**src/rtl/tmb_pkg.sv**
```systemverilog
package tmb_pkg;

	// default sizes of the map and the screen
	localparam int DEF_MAX_MAP_WIDTH  = 1024;
	localparam int DEF_MAX_MAP_HEIGHT = 1024;
	localparam int DEF_SCREEN_W       = 320;
	localparam int DEF_SCREEN_H       = 240;

	// tile word layout
	localparam int          ID_W       = 28;
	localparam logic [27:0] ID_MASK    = 28'hFFFFFFF;
	localparam int          FLIP_H_POS = 31;
	localparam int          FLIP_V_POS = 30;
	localparam int          FLIP_D_POS = 29;

	// configuration port
	localparam int CFG_IDX_W  = 3;
	localparam int CFG_DATA_W = 16;
	localparam logic [CFG_IDX_W-1:0] REG_TILE_SIZE     = 3'd0;
	localparam logic [CFG_IDX_W-1:0] REG_SCALE         = 3'd1;
	localparam logic [CFG_IDX_W-1:0] REG_ATLAS_COLUMNS = 3'd2;
	localparam logic [CFG_IDX_W-1:0] REG_MAP_WIDTH     = 3'd3;
	localparam logic [CFG_IDX_W-1:0] REG_MAP_HEIGHT    = 3'd4;
	localparam logic [CFG_IDX_W-1:0] REG_ORIGIN_X      = 3'd5;
	localparam logic [CFG_IDX_W-1:0] REG_ORIGIN_Y      = 3'd6;

	// command queue between front and back
	localparam int QUEUE_DEPTH = 2;

	// raw configuration registers
	typedef struct packed {
		logic [8:0]  tile_size;
		logic [4:0]  scale;
		logic [8:0]  atlas_columns;
		logic [10:0] map_width;
		logic [10:0] map_height;
		logic [15:0] origin_x;
		logic [15:0] origin_y;
	} cfg_t;

	// classified tile, handed from front to back
	typedef struct packed {
		logic        visible;
		logic [27:0] idx;
		logic [23:0] dest_x;
		logic [23:0] dest_y;
		logic [12:0] dest_size;
		logic        flip_h;
		logic        flip_v;
		logic        last_tile;
	} cmd_t;

	// tile size and atlas columns saturate to 1..256
	function automatic logic [8:0] sat_256(input logic [8:0] v);
		logic [8:0] r;
		r = v;
		if (v == 9'd0) r = 9'd1;
		else if (v > 9'd256) r = 9'd256;
		return r;
	endfunction

	// scale saturates to 1..16
	function automatic logic [4:0] sat_scale(input logic [4:0] v);
		logic [4:0] r;
		r = v;
		if (v == 5'd0) r = 5'd1;
		else if (v > 5'd16) r = 5'd16;
		return r;
	endfunction

endpackage

```
**src/rtl/tmb_front.sv**
```systemverilog
module tmb_front import tmb_pkg::*; #(
	parameter int MAX_MAP_WIDTH  = DEF_MAX_MAP_WIDTH,
	parameter int MAX_MAP_HEIGHT = DEF_MAX_MAP_HEIGHT,
	parameter int SCREEN_W       = DEF_SCREEN_W,
	parameter int SCREEN_H       = DEF_SCREEN_H
) (
	input  logic        clk,
	input  logic        arst_n,
	input  logic        push,
	output logic        full,
	input  logic [31:0] tile_word,
	input  cfg_t        cfg,
	input  logic        q_full,
	output logic        q_wr,
	output cmd_t        q_cmd
);

	localparam int CW  = (MAX_MAP_WIDTH > 1) ? $clog2(MAX_MAP_WIDTH) : 1;
	localparam int RW  = (MAX_MAP_HEIGHT > 1) ? $clog2(MAX_MAP_HEIGHT) : 1;
	localparam int PXW = CW + 13;
	localparam int PYW = RW + 13;
	localparam int DXW = (CW + 15 > 25) ? CW + 15 : 25;
	localparam int DYW = (RW + 15 > 25) ? RW + 15 : 25;
	localparam logic [16:0] MAXW = 17'(MAX_MAP_WIDTH);
	localparam logic [16:0] MAXH = 17'(MAX_MAP_HEIGHT);

	logic [CW-1:0]  col_q;
	logic [RW-1:0]  row_q;
	logic [16:0]    w_sat, h_sat;
	logic           end_row, end_map;
	logic           accept, adv;
	logic [8:0]     ts;
	logic [4:0]     sc;

	logic           v_s1, v_s2, v_s3;
	logic [31:0]    word_s1, word_s2;
	logic [CW-1:0]  col_s1;
	logic [RW-1:0]  row_s1;
	logic [12:0]    edge_s1, edge_s2;
	logic           last_s1, last_s2;
	logic [PXW-1:0] px_s2;
	logic [PYW-1:0] py_s2;
	cmd_t           cmd_s3;

	logic signed [DXW-1:0] dx_full;
	logic signed [DYW-1:0] dy_full;
	logic                  on_screen;
	logic                  vis;
	logic [ID_W-1:0]       id;
	cmd_t                  cmd_d;

	// whole pipeline stalls when the last stage cannot enter the queue
	assign adv    = !(v_s3 && q_full);
	assign full   = !adv;
	assign accept = push && !full;
	assign q_wr   = v_s3 && !q_full;
	assign q_cmd  = cmd_s3;

	// saturated map size and end of row / map for the current cell
	always_comb begin
		w_sat = 17'(cfg.map_width);
		if (cfg.map_width == 11'd0) w_sat = 17'd1;
		else if (w_sat > MAXW) w_sat = MAXW;
		h_sat = 17'(cfg.map_height);
		if (cfg.map_height == 11'd0) h_sat = 17'd1;
		else if (h_sat > MAXH) h_sat = MAXH;
		end_row = 17'(col_q) >= (w_sat - 17'd1);
		end_map = end_row && (17'(row_q) >= (h_sat - 17'd1));
	end

	// column and row counters advance on each request
	always_ff @(posedge clk or negedge arst_n) begin
		if (!arst_n) begin
			col_q <= '0;
			row_q <= '0;
		end else if (accept) begin
			if (end_row) begin
				col_q <= '0;
				row_q <= end_map ? '0 : RW'(row_q + 1'b1);
			end else begin
				col_q <= CW'(col_q + 1'b1);
			end
		end
	end

	assign ts = sat_256(cfg.tile_size);
	assign sc = sat_scale(cfg.scale);

	// valid bits of the three stages
	always_ff @(posedge clk or negedge arst_n) begin
		if (!arst_n) begin
			v_s1 <= 1'b0;
			v_s2 <= 1'b0;
			v_s3 <= 1'b0;
		end else if (adv) begin
			v_s1 <= accept;
			v_s2 <= v_s1;
			v_s3 <= v_s2;
		end
	end

	// stage 1: capture cell, counters and destination edge
	always_ff @(posedge clk) begin
		if (adv) begin
			word_s1 <= tile_word;
			col_s1  <= col_q;
			row_s1  <= row_q;
			edge_s1 <= 13'(13'(ts) * 13'(sc));
			last_s1 <= end_map;
		end
	end

	// stage 2: counters times edge
	always_ff @(posedge clk) begin
		if (adv) begin
			word_s2 <= word_s1;
			edge_s2 <= edge_s1;
			last_s2 <= last_s1;
			px_s2   <= PXW'(PXW'(col_s1) * PXW'(edge_s1));
			py_s2   <= PYW'(PYW'(row_s1) * PYW'(edge_s1));
		end
	end

	// stage 3: add origin, cull against the screen, decode flips
	always_comb begin
		dx_full   = $signed(DXW'(px_s2)) + DXW'($signed(cfg.origin_x));
		dy_full   = $signed(DYW'(py_s2)) + DYW'($signed(cfg.origin_y));
		on_screen = (dx_full <= $signed(DXW'(SCREEN_W)))
			&& (dy_full <= $signed(DYW'(SCREEN_H)))
			&& ((dx_full + $signed(DXW'(edge_s2))) > $signed(DXW'(0)))
			&& ((dy_full + $signed(DYW'(edge_s2))) > $signed(DYW'(0)));
		id        = word_s2[ID_W-1:0] & ID_MASK;
		vis       = (id != '0) && on_screen;

		cmd_d           = '0;
		cmd_d.visible   = vis;
		cmd_d.idx       = id - 1'b1;
		cmd_d.dest_x    = dx_full[23:0];
		cmd_d.dest_y    = dy_full[23:0];
		cmd_d.dest_size = edge_s2;
		cmd_d.last_tile = last_s2;
		// priority: horizontal, vertical, then diagonal as both
		if (vis) begin
			if (word_s2[FLIP_H_POS]) begin
				cmd_d.flip_h = 1'b1;
			end else if (word_s2[FLIP_V_POS]) begin
				cmd_d.flip_v = 1'b1;
			end else if (word_s2[FLIP_D_POS]) begin
				cmd_d.flip_h = 1'b1;
				cmd_d.flip_v = 1'b1;
			end
		end
	end

	always_ff @(posedge clk) begin
		if (adv) begin
			cmd_s3 <= cmd_d;
		end
	end

	// counters never leave the largest map
	a_counter_range: assert property (@(posedge clk) disable iff (!arst_n)
		(17'(col_q) < MAXW) && (17'(row_q) < MAXH))
		else $error("tile counter beyond map limit");

endmodule

```
**src/rtl/tmb_cmd_fifo.sv**
```systemverilog
module tmb_cmd_fifo import tmb_pkg::*; (
	input  logic clk,
	input  logic arst_n,
	input  logic wr_en,
	input  cmd_t wr_cmd,
	output logic q_full,
	input  logic rd_en,
	output cmd_t rd_cmd,
	output logic q_empty
);

	localparam int QPW = (QUEUE_DEPTH > 1) ? $clog2(QUEUE_DEPTH) : 1;
	localparam int QCW = $clog2(QUEUE_DEPTH + 1);

	cmd_t           mem_q [QUEUE_DEPTH];
	logic [QPW-1:0] wr_ptr_q, rd_ptr_q;
	logic [QCW-1:0] count_q;

	assign q_full  = count_q == QCW'(QUEUE_DEPTH);
	assign q_empty = count_q == '0;
	assign rd_cmd  = mem_q[rd_ptr_q];

	// storage
	always_ff @(posedge clk) begin
		if (wr_en) begin
			mem_q[wr_ptr_q] <= wr_cmd;
		end
	end

	// pointers and fill count
	always_ff @(posedge clk or negedge arst_n) begin
		if (!arst_n) begin
			wr_ptr_q <= '0;
			rd_ptr_q <= '0;
			count_q  <= '0;
		end else begin
			if (wr_en) begin
				wr_ptr_q <= (wr_ptr_q == QPW'(QUEUE_DEPTH - 1)) ? '0 : QPW'(wr_ptr_q + 1'b1);
			end
			if (rd_en) begin
				rd_ptr_q <= (rd_ptr_q == QPW'(QUEUE_DEPTH - 1)) ? '0 : QPW'(rd_ptr_q + 1'b1);
			end
			if (wr_en && !rd_en) count_q <= QCW'(count_q + 1'b1);
			else if (rd_en && !wr_en) count_q <= QCW'(count_q - 1'b1);
		end
	end

	a_no_overflow: assert property (@(posedge clk) disable iff (!arst_n)
		wr_en |-> !q_full)
		else $error("command queue written while full");

	a_no_underflow: assert property (@(posedge clk) disable iff (!arst_n)
		rd_en |-> !q_empty)
		else $error("command queue read while empty");

endmodule

```
**src/rtl/tmb_back.sv**
```systemverilog
module tmb_back import tmb_pkg::*; (
	input  logic               clk,
	input  logic               arst_n,
	input  cfg_t               cfg,
	input  logic               q_empty,
	input  cmd_t               q_cmd,
	output logic               q_rd,
	output logic               empty,
	input  logic               pop,
	output logic               visible,
	output logic [15:0]        src_x,
	output logic [35:0]        src_y,
	output logic signed [23:0] dest_x,
	output logic signed [23:0] dest_y,
	output logic [12:0]        dest_size,
	output logic               flip_h,
	output logic               flip_v,
	output logic               last_tile
);

	typedef enum logic [2:0] {
		ST_IDLE = 3'b001,
		ST_DIV  = 3'b010,
		ST_MUL  = 3'b100
	} back_state_t;

	back_state_t state_q;
	cmd_t        cmd_q;
	logic [8:0]  rem_q;
	logic [27:0] quot_q;
	logic [4:0]  cnt_q;
	logic        out_valid_q;

	logic [8:0]  ts, cols;
	logic [8:0]  shifted;
	logic [9:0]  diff;
	logic        ge;
	logic        out_load;

	assign ts       = sat_256(cfg.tile_size);
	assign cols     = sat_256(cfg.atlas_columns);
	assign q_rd     = (state_q == ST_IDLE) && !q_empty;
	assign out_load = (state_q == ST_MUL) && (!out_valid_q || pop);
	assign empty    = !out_valid_q;

	// one restoring divide step per cycle
	assign shifted = {rem_q[7:0], quot_q[27]};
	assign diff    = {1'b0, shifted} - {1'b0, cols};
	assign ge      = !diff[9];

	// sequencer: fetch, divide if visible, scale, hand to the result register
	always_ff @(posedge clk or negedge arst_n) begin
		if (!arst_n) begin
			state_q <= ST_IDLE;
			cnt_q   <= '0;
		end else begin
			unique case (state_q)
				ST_IDLE: begin
					if (!q_empty) begin
						state_q <= q_cmd.visible ? ST_DIV : ST_MUL;
						cnt_q   <= 5'(ID_W - 1);
					end
				end
				ST_DIV: begin
					cnt_q <= cnt_q - 1'b1;
					if (cnt_q == '0) state_q <= ST_MUL;
				end
				ST_MUL: begin
					if (out_load) state_q <= ST_IDLE;
				end
				default: state_q <= ST_IDLE;
			endcase
		end
	end

	// command and divider datapath
	always_ff @(posedge clk) begin
		if (q_rd) begin
			cmd_q  <= q_cmd;
			rem_q  <= '0;
			quot_q <= q_cmd.idx;
		end else if (state_q == ST_DIV) begin
			rem_q  <= ge ? diff[8:0] : shifted;
			quot_q <= {quot_q[26:0], ge};
		end
	end

	// result register
	always_ff @(posedge clk or negedge arst_n) begin
		if (!arst_n) begin
			out_valid_q <= 1'b0;
		end else if (out_load) begin
			out_valid_q <= 1'b1;
		end else if (pop) begin
			out_valid_q <= 1'b0;
		end
	end

	always_ff @(posedge clk) begin
		if (out_load) begin
			visible   <= cmd_q.visible;
			src_x     <= cmd_q.visible ? 16'(16'(rem_q[7:0]) * 16'(ts)) : '0;
			src_y     <= cmd_q.visible ? 36'(37'(quot_q) * 37'(ts)) : '0;
			dest_x    <= cmd_q.dest_x;
			dest_y    <= cmd_q.dest_y;
			dest_size <= cmd_q.dest_size;
			flip_h    <= cmd_q.flip_h;
			flip_v    <= cmd_q.flip_v;
			last_tile <= cmd_q.last_tile;
		end
	end

	// partial remainder stays below the divisor
	a_rem_bound: assert property (@(posedge clk) disable iff (!arst_n)
		(state_q == ST_DIV) |-> (rem_q < cols))
		else $error("divider remainder out of range");

	// hidden tiles carry no source position or flips
	a_hidden_clean: assert property (@(posedge clk) disable iff (!arst_n)
		(out_valid_q && !visible) |->
		(src_x == '0) && (src_y == '0) && !flip_h && !flip_v)
		else $error("hidden tile with source data");

endmodule

```
**src/rtl/tile_map_blit_command_generator.sv**
```systemverilog
// Tile map blit command generator.
// Input channel: push / full with tile_word; a request is taken when push is
// high and full is low. Cells arrive in row-major order; the block keeps its
// own column and row counters, which wrap after the last cell of the map.
// Result channel: empty / pop; the oldest command sits on the result ports
// while empty is low and is taken when pop is high and empty is low.
// Configuration: wr_en / wr_index / wr_data, one register per cycle. The user
// must write while no request is in flight; the block does not enforce it.
// Counters are not touched by writes. A visible tile passes through the 28-step
// atlas index divider in the back end, while a hidden one skips the divider;
// the back end takes one command at a time from the command queue.
// A 3-stage front end and a 2-entry command queue keep taking requests while
// the divider works or a result waits; full rises once they are all taken.
// When pop stays low the finished command is held and the back end waits.
// Reset: counters zero, queue and result register empty, registers at their
// reset values (tile size 16, scale 1, one atlas column, 1 x 1 map, origin 0).
module tile_map_blit_command_generator import tmb_pkg::*; #(
	parameter int MAX_MAP_WIDTH  = DEF_MAX_MAP_WIDTH,
	parameter int MAX_MAP_HEIGHT = DEF_MAX_MAP_HEIGHT,
	parameter int SCREEN_W       = DEF_SCREEN_W,
	parameter int SCREEN_H       = DEF_SCREEN_H
) (
	input  logic                  clk,
	input  logic                  arst_n,
	input  logic                  wr_en,
	input  logic [CFG_IDX_W-1:0]  wr_index,
	input  logic [CFG_DATA_W-1:0] wr_data,
	input  logic                  push,
	output logic                  full,
	input  logic [31:0]           tile_word,
	output logic                  empty,
	input  logic                  pop,
	output logic                  visible,
	output logic [15:0]           src_x,
	output logic [35:0]           src_y,
	output logic signed [23:0]    dest_x,
	output logic signed [23:0]    dest_y,
	output logic [12:0]           dest_size,
	output logic                  flip_h,
	output logic                  flip_v,
	output logic                  last_tile
);

	cfg_t cfg_q;
	logic q_full, q_empty, q_wr, q_rd;
	cmd_t q_wr_cmd, q_rd_cmd;

	// configuration registers
	always_ff @(posedge clk or negedge arst_n) begin
		if (!arst_n) begin
			cfg_q.tile_size     <= 9'd16;
			cfg_q.scale         <= 5'd1;
			cfg_q.atlas_columns <= 9'd1;
			cfg_q.map_width     <= 11'd1;
			cfg_q.map_height    <= 11'd1;
			cfg_q.origin_x      <= '0;
			cfg_q.origin_y      <= '0;
		end else if (wr_en) begin
			unique case (wr_index)
				REG_TILE_SIZE:     cfg_q.tile_size     <= wr_data[8:0];
				REG_SCALE:         cfg_q.scale         <= wr_data[4:0];
				REG_ATLAS_COLUMNS: cfg_q.atlas_columns <= wr_data[8:0];
				REG_MAP_WIDTH:     cfg_q.map_width     <= wr_data[10:0];
				REG_MAP_HEIGHT:    cfg_q.map_height    <= wr_data[10:0];
				REG_ORIGIN_X:      cfg_q.origin_x      <= wr_data[15:0];
				REG_ORIGIN_Y:      cfg_q.origin_y      <= wr_data[15:0];
				default: ;
			endcase
		end
	end

	// front end: counters, placement, culling, flip decode
	tmb_front #(
		.MAX_MAP_WIDTH  (MAX_MAP_WIDTH),
		.MAX_MAP_HEIGHT (MAX_MAP_HEIGHT),
		.SCREEN_W       (SCREEN_W),
		.SCREEN_H       (SCREEN_H)
	) u_front (
		.clk       (clk),
		.arst_n    (arst_n),
		.push      (push),
		.full      (full),
		.tile_word (tile_word),
		.cfg       (cfg_q),
		.q_full    (q_full),
		.q_wr      (q_wr),
		.q_cmd     (q_wr_cmd)
	);

	// command queue
	tmb_cmd_fifo u_fifo (
		.clk     (clk),
		.arst_n  (arst_n),
		.wr_en   (q_wr),
		.wr_cmd  (q_wr_cmd),
		.q_full  (q_full),
		.rd_en   (q_rd),
		.rd_cmd  (q_rd_cmd),
		.q_empty (q_empty)
	);

	// back end: atlas position and result register
	tmb_back u_back (
		.clk       (clk),
		.arst_n    (arst_n),
		.cfg       (cfg_q),
		.q_empty   (q_empty),
		.q_cmd     (q_rd_cmd),
		.q_rd      (q_rd),
		.empty     (empty),
		.pop       (pop),
		.visible   (visible),
		.src_x     (src_x),
		.src_y     (src_y),
		.dest_x    (dest_x),
		.dest_y    (dest_y),
		.dest_size (dest_size),
		.flip_h    (flip_h),
		.flip_v    (flip_v),
		.last_tile (last_tile)
	);

endmodule
```
**config.mk**
```make
export PLATFORM = sky130hd
export DESIGN_NAME = tile_map_blit_command_generator
export DESIGN_NICKNAME = d
export VERILOG_FILES = /design/src/rtl/tmb_pkg.sv /design/src/rtl/tmb_front.sv /design/src/rtl/tmb_cmd_fifo.sv /design/src/rtl/tmb_back.sv /design/src/rtl/tile_map_blit_command_generator.sv
export SDC_FILE = /design/constraint.sdc
export NUM_CORES = 2
export LEC_CHECK = 0
export BUFFER_PORTS_ARGS = -buffer_cell sky130_fd_sc_hd__buf_2
export CORE_ASPECT_RATIO = 2
export CORE_MARGIN = 5
export CORE_UTILIZATION = 60
export CTS_CLUSTER_DIAMETER = 100
export DETAILED_ROUTE_END_ITERATION = 10
export PLACE_DENSITY = 0.89
export SLEW_MARGIN = 0
export SYNTH_ARGS = -nofsm -noshare
export SYNTH_HDL_FRONTEND = slang
export SYNTH_SLANG_ARGS = --single-unit
```
**constraint.sdc**
```tcl
create_clock -name clk -period 10.4 [get_ports clk]
set_clock_uncertainty 0.1 [all_clocks]
set_input_delay 1.04 -clock clk [delete_from_list [all_inputs] [get_ports clk]]
set_output_delay 1.04 -clock clk [all_outputs]
set_load 0.02 [all_outputs]
```
=== After elaboration in Yosys (flattened, before gate mapping) ===
Memory sizes are Yosys's and may differ from the RTL's.
Index checks and enable logic that the tools add are counted.

* Bits in registers: 582
* RAM bits: 186
* Input bits: 56
* Output and inout port bits: 119
* Word-level logic and storage cells: 178
* Memories: 1

* Add/sub/neg operators: 15
* $mul: 5
* $lt $le $gt $ge: 11
* Equality and inequality tests: 13
* Multiplexer cells: 34
* Bitwise operators: 1
* Reduce and logical (&&, ||, !) cells: 44

{| class="wikitable"
|+ Memory list
! name !! words !! bits a word !! rd ports !! clocked after memory_dff !! wr ports !! line !! text
|-
| u_fifo.mem_q || 2 || 93 || 1 || 0 || 1 || tmb_cmd_fifo.sv:15 || <nowiki>cmd_t mem_q [QUEUE_DEPTH];</nowiki>
|}

{| class="wikitable"
|+ Operators by type and width
! kind !! count
|-
| 2-to-1 mux 28 bit || 2
|-
| adder 24 x 16 -> 25 bit || 2
|-
| adder 25 x 14 -> 25 bit || 2
|-
| > comparator 25 x 1 -> 1 bit (second input constant) || 2
|-
| multiplier 10 x 13 -> 23 bit || 2
|-
| 2-to-1 mux 11 bit || 4
|-
| multiplier 28 x 9 -> 36 bit || 1
|-
| 2-to-1 mux 9 bit || 4
|-
| greater-or-equal comparator 10 x 17 -> 1 bit || 2
|-
| nonzero test 28 bit || 1
|-
| subtractor 28 x 1 -> 28 bit (second input constant) || 1
|-
| less-or-equal comparator 25 x 10 -> 1 bit (second input constant) || 1
|-
| less-or-equal comparator 25 x 9 -> 1 bit (second input constant) || 1
|-
| > comparator 11 bit (second input constant) || 2
|-
| logical NOT 11 bit || 2
|-
| adder 10 x 1 -> 10 bit (second input constant) || 2
|-
| 2-to-1 mux 10 bit || 2
|-
| > comparator 9 bit (second input constant) || 2
|-
| logical NOT 9 bit || 2
|-
| AND reduction 2 bit || 9
|-
| subtractor 17 x 1 -> 17 bit (second input constant) || 1
|-
| multiplier 8 x 9 -> 16 bit || 1
|-
| 2-to-1 mux 5 bit || 3
|-
| multiplier 9 x 5 -> 13 bit || 1
|-
| 29 further kinds || 71
|}

=== Depth between registers and ports, before layout ===
* Depth after elaboration: 8
* Mapped depth: 26
* Gate-level depth less buffers: 25

=== Hierarchy ===
A second synthesis with hierarchy kept.

* Cells, all modules: 4568
* Area total of the unflattened synthesis: 52606.7 µm²

{| class="wikitable"
|+ By module, submodules not included
! module !! times used !! cells an instance !! area an instance (µm²)
|-
| tmb_front || 1 || 2366 || 24243.3
|-
| tmb_back || 1 || 1728 || 18511.5
|-
| tmb_cmd_fifo || 1 || 305 || 6909.1
|-
| tile_map_blit_command_generator || 1 || 169 || 2942.8
|}

=== Worst setup path after synthesis ===
OpenSTA, ideal clock, no wires.

* Kind: register -> output
* Start: register u_fifo.count_q[0]
* End: output full
* Arrival: 8.142 ns
* Required time: 9.260 ns
* Path slack: 1.118 ns
* Cell stages (with the launch flop): 3
* Path buffers: 0
* Cell sequence: dfrtp_1 -> nand3b_1 -> inv_1

* Longest elaborated chain between the ends: 2

{| class="wikitable"
|+ RTL lines
! what !! line !! text
|-
| from (decl) || tmb_cmd_fifo.sv:17 || <nowiki>logic [QCW-1:0] count_q;</nowiki>
|-
| from (signal assigned) || tmb_cmd_fifo.sv:43 || <nowiki>if (wr_en && !rd_en) count_q <= QCW'(count_q + 1'b1);</nowiki>
|-
| from (signal assigned) || tmb_cmd_fifo.sv:44 || <nowiki>else if (rd_en && !wr_en) count_q <= QCW'(count_q - 1'b1);</nowiki>
|-
| == test 2 bit || tmb_cmd_fifo.sv:19 || <nowiki>assign q_full = count_q == QCW'(QUEUE_DEPTH);</nowiki>
|-
| logical AND 1 bit || tmb_front.sv:53 || <nowiki>assign adv = !(v_s3 && q_full);</nowiki>
|-
| to (decl) || tile_map_blit_command_generator.sv:29 || <nowiki>output logic full,</nowiki>
|}

Every way passes these cells.

=== Worst setup path after layout ===
* Start: register cfg_q[76] in the netlist's numbering
* End: register u_back.src_y[35], data pin

* Longest elaborated chain between the ends: 4

{| class="wikitable"
|+ RTL lines
! what !! line !! text
|-
| from (decl) || tile_map_blit_command_generator.sv:44 || <nowiki>cfg_t cfg_q;</nowiki>
|-
| > comparator 9 bit || tmb_pkg.sv:58 || <nowiki>else if (v > 9'd256) r = 9'd256;</nowiki>
|-
| 2-to-1 mux 9 bit || tmb_pkg.sv:58 ||
|-
| 2-to-1 mux 9 bit (*) || tmb_pkg.sv:57 || <nowiki>if (v == 9'd0) r = 9'd1;</nowiki>
|-
| multiplier 28 x 9 -> 36 bit (*) || tmb_back.sv:103 || <nowiki>src_y <= cmd_q.visible ? 36'(37'(quot_q) * 37'(ts)) : '0;</nowiki>
|-
| to (signal assigned) || tmb_back.sv:103 ||
|-
| to (decl) || tmb_back.sv:12 || <nowiki>output logic [35:0] src_y,</nowiki>
|}

Every way passes the cells marked *; elsewhere a longest branch is shown, timed or not.
A chain may end at the register's enable or synchronous reset.

==> reports/qor.csv <==
stage,metric,value,unit
synthesis,synthSimpleGateAreaFrac,12.3,%
synthesis,synthArstFlopShare,14.8,%
cells_and_area,area_growth,8.06,%
synthesis,synth_compound_area_share,6.93,%
clocking,cts_resized,0,
setup_path,worstSetupPathType,register to register,
route,drt_iter0_drc,2331,
timing,hold_viol,0,
cells_and_area,stdcell_area,55500,µm²
cells_and_area,diodes,0,
clocking,cts_tree,done,
global_route,grt_pass1_wl,182000,µm
place,placed_area,53300,µm²
route,drtAntennaViolNets,0,
synthesis,ys_ff_latch,766,
clocking,clockBufferDepth,3,
place,placedCellCount,5590,
setup_path,max_stage_delay,0.86,ns
setup_path,setup.worst_path.start,cfg_q[76],
setup_path,rr_worst_depth,22,
setup_path,r2r_start,cfg_q[76],
synthesis,synth_top_area_cell,edfxtp_1,
synthesis,yosysTopAreaCellShare,37.7,%
route,first_pass_iters,5,
min_path,hold_path.class,register to register,
status,outcome,finished clean,
route,drt-wirelength-per-cell,19.8,µm
min_path,hp-start,u_front.last_s1,
synthesis,synth_area,51400,µm²
timing,relSlewSlack,9.04,%
timing,worst_slew_pin_slew,1.35,ns
min_path,hold_path_depth,0,
floorplan,num_rows,151,
synthesis,yosysSeqAreaShare,43.5,%
setup_path,cp_common_cell,fa_1,
cells_and_area,layout.nets,5402,
global_route,grt_overflow,0,
floorplan,start_util,60.6,%
global_route,antenna_found_initial,6,
route,vias,33798,
clocking,clk_latency,0.67,ns
synthesis,ys.flop_type,edfxtp_1,
synthesis,syn_area_per_cell,11.5,µm²
clocking,numCtsBuffers,67,
global_route,grt_max_degree,74,
setup_path,r2r_slack,2.56,ns
timing,period_minus_slack,7.84,ns
synthesis,synth_top_family_by_area,adder cells,
setup_path,r2r_end,u_back.src_y[35],
timing,finalSetupTns,0,ns
route,drt_wl_total,113000,µm
synthesis,synthCells,4485,
global_route,grtUsageTotal,24.8,%
setup_path,startpoint_type,register,
min_path,min_to,u_front.last_s2,
synthesis,synth_nets,5299,
clocking,htreeDepth,3,
flow_run,drv_cap,0,
global_route,grt_pass1_vias,36493,
setup_path,crit_required,10.71,ns
timing,rsz0062_at_grt,false,
clocking,clock_sink_count,766,
floorplan,die_w,217,µm
synthesis,synth_edf_count,645,
route,vias_per_cell,5.91,
place,place_hpwl,83000,µm
synthesis,synth-xor-area-share,3.19,%
setup_path,crit_arrival,8.15,ns
timing,finalCritPeriodShare,75.3,%
synthesis,synth_fa_ha_area_share,24.6,%
cells_and_area,drive_above_1_share,10.9,%
synthesis,synth.distinct_cells,90,
setup_path,slowest_stage,o31ai_1,
place,gp_congestion,0.924,
timing,drv_slew,0,
floorplan,die_area,92000,µm²
timing,max_freq,128,MHz
setup_path,path_cells,nor2b_2 > buf_4 > nand2_1 > fa_1 > inv_1 > fa_1 > fa_1 > inv_1 > fa_1 > inv_1 > ha_1 > o21a_1 > nor2_1 > a311oi_1 > a21oi_1 > o31ai_1 > a211oi_1 > o311ai_0 > a21oi_1 > o21ai_0 > xnor2_1 > and2_1,
synthesis,synth_warnings,0,
place,io_buffers,173,
clocking,hold_buffers,0,
synthesis,synth_mux_area_share,3.95,%
route,drc,0,
cells_and_area,nFillCells,5923,
timing,setup_viol,0,
clocking,post-cts-setup-buffers,0,
synthesis,synthTopCellsByArea,"edfxtp_1, fa_1, ha_1",
floorplan,core,84800,µm²
setup_path,end_kind,register,
cells_and_area,stdcell_count,5714,
floorplan,die_h,424,µm
setup_path,path_max_fanout,22,
clocking,path_clk_slew,0.08,ns
floorplan,ios,175,
clocking,cts_root_buffer,clkbuf_16,
## area by class of cell
class	instances	area (µm²)	area share (%)
clock buffers	77	1750	3.14
inverters	579	2170	3.91
well taps	1071	1340	2.41
multi-input cells	2963	26200	47.2
repair buffers	211	1150	2.08
flip-flops and latches	766	22400	40.3
clock inverters	47	529	0.953
## worst max-delay path: cells and delay by family, from the launching register on
family                     cells  cell delay, ns
AOI/OAI and AO/OA              8            2.89
xor gates and xnor gates       1            0.08
adders and majority gates      5            2.32
buffers and inverters          4            0.52
DFF                            1            0.56
and+or+nand+nor                4            1.13
## cell families after synthesis
group           after synthesis
compound gates              560
flops                       766
fa+ha+maj                   758
simple gates               1274
xor+xnor                    187
mux                         184
buf+inv                     756
## cell usage in the layout (no fill, tap or decap), types with 22 or more instances in the layout
cell         n
and2_1     298
mux2i_1     43
nand2_1    514
dfrtp_1    106
fa_1       420
nor2b_1     22
o21ai_0    148
inv_1      577
nand2b_1    36
and3_1      28
o21bai_1    25
a21o_1      63
or3_1       22
nor2_1     139
edfxtp_1   645
buf_4       39
buf_2      172
xnor2_1    128
ha_1       338
xor2_1      59
mux2_2     140
a21oi_1    154
nand3_1     48
nor3_1      55
clkbuf_16   68
## worst max-delay path by stage
stage	end	slack [ns]	cells past startpoint
after floorplan	full	1.12	2
after global placement	u_back.src_y[35]	2.69	22
after detailed placement	u_back.src_y[35]	2.60	22
after CTS	u_back.src_y[35]	2.60	22
after global routing	u_back.src_y[35]	2.21	22
final	u_back.src_y[35]	2.56	22
## flip-flops by register name (all words and copies together) (netlist names), 24 cells and up
signal and cells:
u_fifo.mem_q 186, u_front.q_cmd 93, u_back.dest_x 24, u_back.quot_q 28, u_back.src_y 36, u_back.cmd_q 65
u_front.word_s1 31, u_front.word_s2 31, cfg_q 77, u_back.dest_y 24
## stage by stage
| step | utilization [%] | hold slack, ns | worst slack [ns] |
|---|---|---|---|
| 6_report | 65.5 | 0.304 | 2.56 |
| 5_1_grt | 65.5 | 0.321 | 2.21 |
| 4_1_cts | 65.5 | 0.287 | 2.60 |
| 3_5_place_dp | 62.8 | 0.305 | 2.60 |
| 3_3_place_gp | 62.8 | 0.301 | 2.69 |
| 2_1_floorplan | - | 0.300 | 1.12 |
## Yosys cell counts, types with 25 or more instances
library cell	instances
and3_1	29
mux2i_1	43
a21oi_1	155
xor2_1	59
nor2_1	141
nor2b_1	29
nand3_1	48
mux2_2	140
o21ai_0	148
edfxtp_1	645
nor3_1	55
nand2b_1	37
ha_1	338
fa_1	420
o21bai_1	25
clkbuf_1	165
a21o_1	63
nand2_1	514
dfrtp_1	107
and2_1	298
inv_1	578
xnor2_1	128
## layer usage
metal,share of wire (%),global-route usage (%)
met1,35,26.8
met2,53,45.6
met3,6.0,4.37
met4,5.9,14.0
met5,0.026,0
Power is left out: the tool's default activity adds up to more than one toggle a clock period on the data nets, which glitch-free logic cannot reach.
